**src/hdl/fwc_pkg.sv**
```systemverilog
package fwc_pkg;

    // Field widths of the item and result beats.
    localparam int SIG_W      = 16;
    localparam int WORD_W     = 32;
    localparam int BYTE_W     = 8;
    localparam int REASON_W   = 3;
    localparam int CFG_IDX_W  = 1;
    localparam int CFG_DATA_W = 32;

    // Depth of the queue between front and back end.
    localparam int QUEUE_AW    = 2;
    localparam int QUEUE_DEPTH = 1 << QUEUE_AW;

    // Item kinds.
    localparam logic KIND_HEADER = 1'b0;
    localparam logic KIND_DATA   = 1'b1;

    // Result codes.
    localparam logic [REASON_W-1:0] REASON_OK           = 3'd0;
    localparam logic [REASON_W-1:0] REASON_BAD_SIG      = 3'd1;
    localparam logic [REASON_W-1:0] REASON_OUT_OF_FLASH = 3'd2;
    localparam logic [REASON_W-1:0] REASON_ZERO_SIZE    = 3'd3;
    localparam logic [REASON_W-1:0] REASON_CRC_MISMATCH = 3'd4;

    // Configuration register indexes.
    localparam logic [CFG_IDX_W-1:0] CFG_FLASH_SIZE = 1'b0;
    localparam logic [CFG_IDX_W-1:0] CFG_VALID_SIG  = 1'b1;

    // Register reset values.
    localparam logic [WORD_W-1:0] FLASH_SIZE_RST = 32'd131072;
    localparam logic [SIG_W-1:0]  VALID_SIG_RST  = 16'd17241;

    localparam logic [WORD_W-1:0] CRC_ALL_ONES = 32'hFFFF_FFFF;

    // Reflected CRC-32C table, one entry per nibble.
    localparam logic [WORD_W-1:0] NIB_TABLE [16] = '{
        32'h0000_0000, 32'h105e_c76f, 32'h20bd_8ede, 32'h30e3_49b1,
        32'h417b_1dbc, 32'h5125_dad3, 32'h61c6_9362, 32'h7198_540d,
        32'h82f6_3b78, 32'h92a8_fc17, 32'ha24b_b5a6, 32'hb215_72c9,
        32'hc38d_26c4, 32'hd3d3_e1ab, 32'he330_a81a, 32'hf36e_6f75
    };

    // One queue entry: a classified item on its way to the back end.
    typedef struct packed {
        logic                kind;
        logic [REASON_W-1:0] reason;
        logic [WORD_W-1:0]   image_size;
        logic [WORD_W-1:0]   expected_crc;
        logic [BYTE_W-1:0]   data_byte;
    } t_entry;

    // One 4-bit step of the reflected CRC.
    function automatic logic [WORD_W-1:0] crc_nib(input logic [WORD_W-1:0] crc);
        return {4'b0000, crc[WORD_W-1:4]} ^ NIB_TABLE[crc[3:0]];
    endfunction

    // One byte folded into the CRC as two nibble steps.
    function automatic logic [WORD_W-1:0] crc_byte(input logic [WORD_W-1:0] crc,
                                                   input logic [BYTE_W-1:0] b);
        logic [WORD_W-1:0] c;
        c = crc ^ {{(WORD_W-BYTE_W){1'b0}}, b};
        c = crc_nib(c);
        return crc_nib(c);
    endfunction

endpackage

```
**src/hdl/fwc_item_if.sv**
```systemverilog
interface fwc_item_if;
    logic                              valid;
    logic                              ready;
    logic                              kind;
    logic [fwc_pkg::SIG_W-1:0]         signature;
    logic [fwc_pkg::WORD_W-1:0]        image_start;
    logic [fwc_pkg::WORD_W-1:0]        image_size;
    logic [fwc_pkg::WORD_W-1:0]        expected_crc;
    logic [fwc_pkg::BYTE_W-1:0]        data_byte;

    modport source (
        output valid, kind, signature, image_start, image_size, expected_crc, data_byte,
        input  ready
    );

    modport sink (
        input  valid, kind, signature, image_start, image_size, expected_crc, data_byte,
        output ready
    );
endinterface

```
**src/hdl/fwc_result_if.sv**
```systemverilog
interface fwc_result_if;
    logic                          valid;
    logic                          ready;
    logic                          image_valid;
    logic [fwc_pkg::REASON_W-1:0]  fail_reason;
    logic [fwc_pkg::WORD_W-1:0]    computed_crc;

    modport source (
        output valid, image_valid, fail_reason, computed_crc,
        input  ready
    );

    modport sink (
        input  valid, image_valid, fail_reason, computed_crc,
        output ready
    );
endinterface

```
**src/hdl/fwc_front.sv**
```systemverilog
module fwc_front (
    input  logic                              i_clk,
    input  logic                              i_rst_n,
    fwc_item_if.sink                          i_item,
    input  logic                              i_cfg_we,
    input  logic [fwc_pkg::CFG_IDX_W-1:0]     i_cfg_idx,
    input  logic [fwc_pkg::CFG_DATA_W-1:0]    i_cfg_wdata,
    input  logic                              i_full,
    output logic                              o_push,
    output fwc_pkg::t_entry                   o_entry
);

    logic [fwc_pkg::WORD_W-1:0] r_flash_size;
    logic [fwc_pkg::SIG_W-1:0]  r_valid_sig;
    logic [fwc_pkg::WORD_W:0]   w_end;
    logic [fwc_pkg::REASON_W-1:0] w_reason;

    // Configuration registers.
    always_ff @(posedge i_clk) begin
        if (!i_rst_n) begin
            r_flash_size <= fwc_pkg::FLASH_SIZE_RST;
            r_valid_sig  <= fwc_pkg::VALID_SIG_RST;
        end else if (i_cfg_we) begin
            unique case (i_cfg_idx)
                fwc_pkg::CFG_FLASH_SIZE: r_flash_size <= i_cfg_wdata;
                fwc_pkg::CFG_VALID_SIG:  r_valid_sig  <= i_cfg_wdata[fwc_pkg::SIG_W-1:0];
                default: ;
            endcase
        end
    end

    // Image end address, one bit wider so that it never wraps.
    assign w_end = {1'b0, i_item.image_start} + {1'b0, i_item.image_size};

    // Header checks in priority order.
    always_comb begin
        priority if (i_item.signature != r_valid_sig) begin
            w_reason = fwc_pkg::REASON_BAD_SIG;
        end else if (w_end >= {1'b0, r_flash_size}) begin
            w_reason = fwc_pkg::REASON_OUT_OF_FLASH;
        end else if (i_item.image_size == '0) begin
            w_reason = fwc_pkg::REASON_ZERO_SIZE;
        end else begin
            w_reason = fwc_pkg::REASON_OK;
        end
    end

    // Every beat is taken while the queue has room.
    assign i_item.ready = !i_full;
    assign o_push       = i_item.valid && !i_full;

    assign o_entry.kind         = i_item.kind;
    assign o_entry.reason       = w_reason;
    assign o_entry.image_size   = i_item.image_size;
    assign o_entry.expected_crc = i_item.expected_crc;
    assign o_entry.data_byte    = i_item.data_byte;

endmodule

```
**src/hdl/fwc_queue.sv**
```systemverilog
module fwc_queue (
    input  logic             i_clk,
    input  logic             i_rst_n,
    input  logic             i_push,
    input  fwc_pkg::t_entry  i_entry,
    input  logic             i_pop,
    output logic             o_full,
    output logic             o_empty,
    output fwc_pkg::t_entry  o_entry
);

    fwc_pkg::t_entry r_mem [fwc_pkg::QUEUE_DEPTH];
    logic [fwc_pkg::QUEUE_AW:0] r_wr_ptr;
    logic [fwc_pkg::QUEUE_AW:0] r_rd_ptr;

    // Pointers carry one wrap bit above the address.
    always_ff @(posedge i_clk) begin
        if (!i_rst_n) begin
            r_wr_ptr <= '0;
            r_rd_ptr <= '0;
        end else begin
            if (i_push) begin
                r_wr_ptr <= r_wr_ptr + 1'b1;
            end
            if (i_pop) begin
                r_rd_ptr <= r_rd_ptr + 1'b1;
            end
        end
    end

    // Entry storage.
    always_ff @(posedge i_clk) begin
        if (i_push) begin
            r_mem[r_wr_ptr[fwc_pkg::QUEUE_AW-1:0]] <= i_entry;
        end
    end

    assign o_empty = (r_wr_ptr == r_rd_ptr);
    assign o_full  = (r_wr_ptr[fwc_pkg::QUEUE_AW] != r_rd_ptr[fwc_pkg::QUEUE_AW]) &&
                     (r_wr_ptr[fwc_pkg::QUEUE_AW-1:0] == r_rd_ptr[fwc_pkg::QUEUE_AW-1:0]);
    assign o_entry = r_mem[r_rd_ptr[fwc_pkg::QUEUE_AW-1:0]];

endmodule

```
**src/hdl/fwc_back.sv**
```systemverilog
module fwc_back (
    input  logic             i_clk,
    input  logic             i_rst_n,
    input  fwc_pkg::t_entry  i_entry,
    input  logic             i_empty,
    output logic             o_pop,
    fwc_result_if.source     o_result
);

    logic [fwc_pkg::WORD_W-1:0]   r_crc,      n_crc;
    logic [fwc_pkg::WORD_W-1:0]   r_left,     n_left;
    logic [fwc_pkg::WORD_W-1:0]   r_expected, n_expected;
    logic                         r_open,     n_open;
    logic                         r_out_valid, n_out_valid;
    logic                         r_out_ok,   n_out_ok;
    logic [fwc_pkg::REASON_W-1:0] r_out_reason, n_out_reason;
    logic [fwc_pkg::WORD_W-1:0]   r_out_crc,  n_out_crc;
    logic [fwc_pkg::WORD_W-1:0]   w_crc_next;
    logic [fwc_pkg::WORD_W-1:0]   w_final;

    // An entry is taken whenever the result register is free or being emptied.
    assign o_pop = !i_empty && (!r_out_valid || o_result.ready);

    assign w_crc_next = fwc_pkg::crc_byte(r_crc, i_entry.data_byte);
    assign w_final    = ~w_crc_next;

    // Carry out one queue entry.
    always_comb begin
        n_crc        = r_crc;
        n_left       = r_left;
        n_expected   = r_expected;
        n_open       = r_open;
        n_out_valid  = r_out_valid && !o_result.ready;
        n_out_ok     = r_out_ok;
        n_out_reason = r_out_reason;
        n_out_crc    = r_out_crc;
        if (o_pop) begin
            unique case (i_entry.kind)
                fwc_pkg::KIND_HEADER: begin
                    if (i_entry.reason != fwc_pkg::REASON_OK) begin
                        // Rejected header closes any open image and reports.
                        n_open       = 1'b0;
                        n_left       = '0;
                        n_out_valid  = 1'b1;
                        n_out_ok     = 1'b0;
                        n_out_reason = i_entry.reason;
                        n_out_crc    = '0;
                    end else begin
                        n_crc      = fwc_pkg::CRC_ALL_ONES;
                        n_left     = i_entry.image_size;
                        n_expected = i_entry.expected_crc;
                        n_open     = 1'b1;
                    end
                end
                fwc_pkg::KIND_DATA: begin
                    if (r_open) begin
                        n_crc  = w_crc_next;
                        n_left = r_left - 1'b1;
                        // The last byte closes the image and reports the check.
                        if (r_left == {{(fwc_pkg::WORD_W-1){1'b0}}, 1'b1}) begin
                            n_open       = 1'b0;
                            n_out_valid  = 1'b1;
                            n_out_ok     = (w_final == r_expected);
                            n_out_reason = (w_final == r_expected) ?
                                           fwc_pkg::REASON_OK : fwc_pkg::REASON_CRC_MISMATCH;
                            n_out_crc    = w_final;
                        end
                    end
                end
                default: ;
            endcase
        end
    end

    always_ff @(posedge i_clk) begin
        if (!i_rst_n) begin
            r_crc       <= fwc_pkg::CRC_ALL_ONES;
            r_left      <= '0;
            r_expected  <= '0;
            r_open      <= 1'b0;
            r_out_valid <= 1'b0;
        end else begin
            r_crc       <= n_crc;
            r_left      <= n_left;
            r_expected  <= n_expected;
            r_open      <= n_open;
            r_out_valid <= n_out_valid;
        end
    end

    // Result payload holds while the receiver stalls.
    always_ff @(posedge i_clk) begin
        r_out_ok     <= n_out_ok;
        r_out_reason <= n_out_reason;
        r_out_crc    <= n_out_crc;
    end

    assign o_result.valid        = r_out_valid;
    assign o_result.image_valid  = r_out_ok;
    assign o_result.fail_reason  = r_out_reason;
    assign o_result.computed_crc = r_out_crc;

endmodule

```
**src/hdl/firmware_image_crc32c_validator.sv**
```systemverilog
// Firmware image check with CRC-32C.
// The item channel carries one beat per header or image byte. A header beat
// (kind 0) is checked at once against the signature and flash size registers
// and for zero size; a rejected header gives one result beat with image_valid
// 0 and CRC 0. An accepted header opens an image of image_size bytes; data
// beats (kind 1) are folded into the CRC and the last one gives one result
// beat: valid, or CRC mismatch. Data beats with no open image are dropped.
// Throughput: one item beat per cycle while the queue has room; the byte CRC
// step in the back end is combinational. An accepted beat is written into the
// queue, then taken by the back end, which writes any result to its register.
// The front end classifies beats into a four-entry queue; the back end drains
// it into a result register. When the receiver stalls, the result holds, the
// queue fills, and the item channel drops ready once the queue is full.
// Configuration must be written through the write port while idle; this is
// not enforced. Reset (synchronous, active low) closes any image, empties the
// queue and loads the register defaults: flash size 131072, signature 17241.
module firmware_image_crc32c_validator (
    input  logic                              i_clk,
    input  logic                              i_rst_n,
    fwc_item_if.sink                          i_item,
    fwc_result_if.source                      o_result,
    input  logic                              i_cfg_we,
    input  logic [fwc_pkg::CFG_IDX_W-1:0]     i_cfg_idx,
    input  logic [fwc_pkg::CFG_DATA_W-1:0]    i_cfg_wdata
);

    logic            w_push;
    logic            w_pop;
    logic            w_full;
    logic            w_empty;
    fwc_pkg::t_entry w_entry_in;
    fwc_pkg::t_entry w_entry_out;

    fwc_front u_front (
        .i_clk       (i_clk),
        .i_rst_n     (i_rst_n),
        .i_item      (i_item),
        .i_cfg_we    (i_cfg_we),
        .i_cfg_idx   (i_cfg_idx),
        .i_cfg_wdata (i_cfg_wdata),
        .i_full      (w_full),
        .o_push      (w_push),
        .o_entry     (w_entry_in)
    );

    fwc_queue u_queue (
        .i_clk   (i_clk),
        .i_rst_n (i_rst_n),
        .i_push  (w_push),
        .i_entry (w_entry_in),
        .i_pop   (w_pop),
        .o_full  (w_full),
        .o_empty (w_empty),
        .o_entry (w_entry_out)
    );

    fwc_back u_back (
        .i_clk    (i_clk),
        .i_rst_n  (i_rst_n),
        .i_entry  (w_entry_out),
        .i_empty  (w_empty),
        .o_pop    (w_pop),
        .o_result (o_result)
    );

    // The back end never takes from an empty queue.
    a_pop_not_empty: assert property (@(posedge i_clk) disable iff (!i_rst_n)
        w_pop |-> !w_empty)
        else $error("queue popped while empty");

    // An accepted beat is in the queue in the next cycle.
    a_accept_queued: assert property (@(posedge i_clk) disable iff (!i_rst_n)
        (i_item.valid && i_item.ready) |=> !w_empty)
        else $error("accepted beat missing from queue");

    // The valid flag and the reason code agree.
    a_valid_reason: assert property (@(posedge i_clk) disable iff (!i_rst_n)
        o_result.valid |->
            (o_result.image_valid == (o_result.fail_reason == fwc_pkg::REASON_OK)))
        else $error("image_valid disagrees with fail_reason");

    // Header rejections report a zero CRC.
    a_reject_zero_crc: assert property (@(posedge i_clk) disable iff (!i_rst_n)
        (o_result.valid && (o_result.fail_reason == fwc_pkg::REASON_BAD_SIG ||
                            o_result.fail_reason == fwc_pkg::REASON_OUT_OF_FLASH ||
                            o_result.fail_reason == fwc_pkg::REASON_ZERO_SIZE))
        |-> (o_result.computed_crc == '0))
        else $error("rejected header with nonzero CRC");

endmodule
```
**src/flat_wrapper.sv**
```systemverilog
// flat-port wrapper written by rule: the top's interface ports become plain ports
module firmware_image_crc32c_validator_flat 
  (i_clk, i_rst_n, i_cfg_we, i_cfg_idx, i_cfg_wdata, i_item_valid, i_item_kind, i_item_signature, i_item_image_start, i_item_image_size, i_item_expected_crc, i_item_data_byte, i_item_ready, o_result_valid, o_result_image_valid, o_result_fail_reason, o_result_computed_crc, o_result_ready);
  fwc_item_if i_item_i ();
  fwc_result_if o_result_i ();
  input  logic i_clk;
  input  logic i_rst_n;
  input  logic i_cfg_we;
  input  logic [fwc_pkg::CFG_IDX_W-1:0] i_cfg_idx;
  input  logic [fwc_pkg::CFG_DATA_W-1:0] i_cfg_wdata;
  input wire logic [$bits(i_item_i.valid)-1:0] i_item_valid;
  input wire logic [$bits(i_item_i.kind)-1:0] i_item_kind;
  input wire logic [$bits(i_item_i.signature)-1:0] i_item_signature;
  input wire logic [$bits(i_item_i.image_start)-1:0] i_item_image_start;
  input wire logic [$bits(i_item_i.image_size)-1:0] i_item_image_size;
  input wire logic [$bits(i_item_i.expected_crc)-1:0] i_item_expected_crc;
  input wire logic [$bits(i_item_i.data_byte)-1:0] i_item_data_byte;
  output wire logic [$bits(i_item_i.ready)-1:0] i_item_ready;
  output wire logic [$bits(o_result_i.valid)-1:0] o_result_valid;
  output wire logic [$bits(o_result_i.image_valid)-1:0] o_result_image_valid;
  output wire logic [$bits(o_result_i.fail_reason)-1:0] o_result_fail_reason;
  output wire logic [$bits(o_result_i.computed_crc)-1:0] o_result_computed_crc;
  input wire logic [$bits(o_result_i.ready)-1:0] o_result_ready;
  assign i_item_i.valid = i_item_valid;
  assign i_item_i.kind = i_item_kind;
  assign i_item_i.signature = i_item_signature;
  assign i_item_i.image_start = i_item_image_start;
  assign i_item_i.image_size = i_item_image_size;
  assign i_item_i.expected_crc = i_item_expected_crc;
  assign i_item_i.data_byte = i_item_data_byte;
  assign i_item_ready = i_item_i.ready;
  assign o_result_valid = o_result_i.valid;
  assign o_result_image_valid = o_result_i.image_valid;
  assign o_result_fail_reason = o_result_i.fail_reason;
  assign o_result_computed_crc = o_result_i.computed_crc;
  assign o_result_i.ready = o_result_ready;
  firmware_image_crc32c_validator u_core (.i_clk(i_clk), .i_rst_n(i_rst_n), .i_item(i_item_i), .o_result(o_result_i), .i_cfg_we(i_cfg_we), .i_cfg_idx(i_cfg_idx), .i_cfg_wdata(i_cfg_wdata));
endmodule
```
**config.mk**
```make
export PLATFORM = sky130hd
export DESIGN_NAME = firmware_image_crc32c_validator_flat
export DESIGN_NICKNAME = d
export VERILOG_FILES = /design/src/hdl/fwc_pkg.sv /design/src/hdl/fwc_item_if.sv /design/src/hdl/fwc_result_if.sv /design/src/hdl/fwc_front.sv /design/src/hdl/fwc_queue.sv /design/src/hdl/fwc_back.sv /design/src/hdl/firmware_image_crc32c_validator.sv /design/src/flat_wrapper.sv
export SDC_FILE = /design/constraint.sdc
export NUM_CORES = 1
export LEC_CHECK = 0
export ABC_AREA = 1
export BUFFER_PORTS_ARGS = -buffer_cell sky130_fd_sc_hd__buf_2
export CORE_UTILIZATION = 30
export DETAILED_ROUTE_END_ITERATION = 10
export GPL_ROUTABILITY_DRIVEN = 0
export MAX_ROUTING_LAYER = met4
export PLACE_DENSITY = 0.55
export SLEW_MARGIN = 20
export SYNTH_ARGS = -nofsm -noshare
export SYNTH_HDL_FRONTEND = slang
export SYNTH_HIERARCHICAL = 1
export SYNTH_SLANG_ARGS = --single-unit
export TNS_END_PERCENT = 10
```
**constraint.sdc**
```tcl
create_clock -name i_clk -period 4.9 [get_ports i_clk]
set_input_delay 0 -clock i_clk [delete_from_list [all_inputs] [get_ports i_clk]]
set_output_delay 0 -clock i_clk [all_outputs]
set_load 0.005 [all_outputs]
```
==> impl_metrics.toml <==
[sta]
tightest_slew_ps = 1020
final-hold-violation-count = 0
post-route-period-util = 0.799
maxSlewViolCount = 0
clock_skew_ps = 45.7
relSlewSlack = 0.321
finalSetupTns_ps = 0
rsz0062_at_grt = "no"
min_period_ps = 3920
timing.fmax_ghz = 0.255
setup_viol = 0

[drt]
viasPerCell = 4.62
drc_errors = 0
first_pass_iters = 5
ant_nets = 0
wl_mm = 68.0
vias = 19400
drt_iter0_markers = 1431
detail_route.wl_per_cell_um = 16.2

[power_and_ir_drop]
p_leak_nw = 12.4
ir_worst_vdd_v = 0.000401
power_density_nw_per_um2 = 633

[clocking]
clock_sinks = 494
clkLatencyLatePin_ps = 630
clockBufferDepth = 3
cts-root-buf = "clkbuf_16"
cts_tree = "done"
cts_htree_levels = 2
cts_setup_buffers = 0
cts_buffers = 55
cts_resized = 0
cts_hold_buf = 138
clk_pin_slew_ps = 60

[finish]
nets = 3234
fillers = 8509
drive_gt1_frac = 0.145
area_growth_pct = 18.1
postLayoutCellArea_um2 = 30100

[critical_path]
endpoint = "u_core/u_back/r_left[2]$_SDFFE_PN0P_"
crit_path_end_kind = "register"
r2r_end = "u_core/u_back/r_left[2]$_SDFFE_PN0P_"
critPathMaxFanout = 44
ff2ff_path_depth = 10
path_class = "reg2reg"
rrSetupSlack_ps = 980
startpoint_type = "register"
crit_arrival_ps = 4360
required_ps = 5340

[job]
max_cap_viol_count = 0

[logic_synthesis]
synth_cell_types = 56
synth.top_cell.area_share = 0.401
ys.flop_type = "edfxtp_1"
synth_common_cells = "635 x nand2_1, 340 x edfxtp_1, 329 x inv_1, 192 x a21oi_1, 181 x nor2_1"
synth_seq_cells = 494
synth.most_common_cell = "nand2_1"
ys_warn_count = 6
yosysTopAreaCell = "edfxtp_1"
synth_cells = 2765
ys_seq_area_frac = 0.522
ys_async_sr_fraction = 0
synth_area_um2 = 25500
synth_area_leaders = "edfxtp_1 40%, dfxtp_1 12%, nand2_1 9.4%, inv_1 4.8%, o211ai_1 4.3%"
synth_nets = 2996
syn_area_per_cell_um2 = 9.21
synth_edf_count = 340

[place]
hpwl_mm = 47.7
placed_area_um2 = 26900
io_buffers = 196

[floorplan]
row_count = 106
ios = 197
fp.coreArea_um2 = 83800
die_h_um = 293
die_area_um2 = 86000
start_util = 0.304
die_x_um = 293

[grt]
antenna_found_initial = 8
grt_usage = 0.161
grt_start_max_net_pins = 100
grt.overflow.total = 0
grt_pass1_vias = 18600
grt_pass1_wl_mm = 106

[status]
status = "completed"

[hold_path]
hold_path_class = "in2reg"
state kept, by name, indices dropped and copies added (netlist names), named ones only:
signal	count
u_core/u_back/r_crc	32
u_core/u_back/o_result.image_valid	1
u_core/u_front/r_flash_size	32
u_core/u_back/o_result.fail_reason	3
u_core/u_back/o_result.valid	1
u_core/u_back/r_left	32
u_core/u_back/r_open	1
u_core/u_front/r_valid_sig	16
u_core/u_back/r_expected	32
u_core/u_queue/r_rd_ptr	3
u_core/u_queue/r_wr_ptr	3
u_core/u_back/o_result.computed_crc	32
u_core/u_queue/r_mem	304
how the worst min path moves through the flow:
stage	from	end	slack, ps	depth (start not counted)
floorplan	i_cfg_wdata[0]	u_core/u_front/r_valid_sig[0]$_SDFFE_PN1P_	110	2
global placement	i_item_expected_crc[10]	u_core/u_queue/r_mem[1][18]$_DFFE_PP_	220	1
detailed placement	i_item_expected_crc[5]	u_core/u_queue/r_mem[3][13]$_DFFE_PP_	220	1
CTS	i_item_signature[3]	u_core/u_queue/r_mem[3][72]$_DFFE_PP_	30	5
global route	i_item_signature[3]	u_core/u_queue/r_mem[3][72]$_DFFE_PP_	30	5
finish	i_item_signature[3]	u_core/u_queue/r_mem[3][72]$_DFFE_PP_	20	5
layout by cell type (no fill, tap or decap), drive strengths merged, types with 19 or more instances in the layout:
cell         Yosys  final
nand2          692    692
edfxtp         340    340
inv            336    334
buf            130    222
a21oi          196    196
nor2           187    187
o211ai         168    168
o21ai          156    156
dfxtp          154    154
dlygate4sd3      0    138
nand3           97     97
clkbuf          49     77
ha              71     71
xor2            41     41
xnor2           30     30
clkinv           2     26
nand3b          19     19
stage by stage:
stage	cells	total power [mW]	hold WS (ps)	worst slack [ps]	utilization
after floorplan	2765	12.7	113	1010	-
after CTS	4184	19.2	32.8	862	0.359
after detailed placement	3942	14.9	219	917	0.321
after global routing	4191	20.5	34.8	602	0.359
after global placement	3942	14.9	217	1030	0.321
final	4191	19.0	16.4	983	0.359
final cells by class:
type	count	area, um2	area share
multi-input combinational	1754	9710	0.323
clock inverter	27	241	0.00803
inverter	338	1270	0.0424
antenna	7	17.5	0.000582
timing repair buffer	360	2560	0.0851
clock buffer	77	1550	0.0515
tap	1134	1420	0.0472
sequential	494	13300	0.442
worst max-delay path: stages, from the launching register on:
cell and delay [ps]:
dfxtp_4 470, inv_2 440, buf_4 410, o211ai_1 140, nand2_1 120, clkinv_1 540
o21ai_4 350, buf_4 450, inv_1 430, o21ai_0 270, a31oi_1 60
report_power, final:
| part | leakage [nW] | internal (mW) | switching (mW) |
|---|---|---|---|
| Combinational | 7.08 | 2.89 | 6.37 |
| Sequential | 4.39 | 5.25 | 0.467 |
| Clock | 0.884 | 2.37 | 1.69 |
| Total | 12.4 | 10.5 | 8.52 |
logic make-up after synthesis:
kind of cell,Yosys count,synth area share
adder cells (fa/ha/maj),72,0.0357
AND/OR/NAND/NOR,1050,0.181
other,1,0.000147
XOR/XNOR,71,0.0247
flip-flops,494,0.522
buffers and inverters,517,0.0976
AO/OA/AOI/OAI,560,0.139
per-layer routing:
layer / track usage / share of wire / up-vias
met5: - / 0 / -
met4: 0.0469 / 0.025 / 0
met3: 0.0238 / 0.048 / 87
met2: 0.255 / 0.46 / 428
met1: 0.213 / 0.47 / 9085
li1: - / - / 9775
Note: power is estimated with default switching activity, not from simulation.
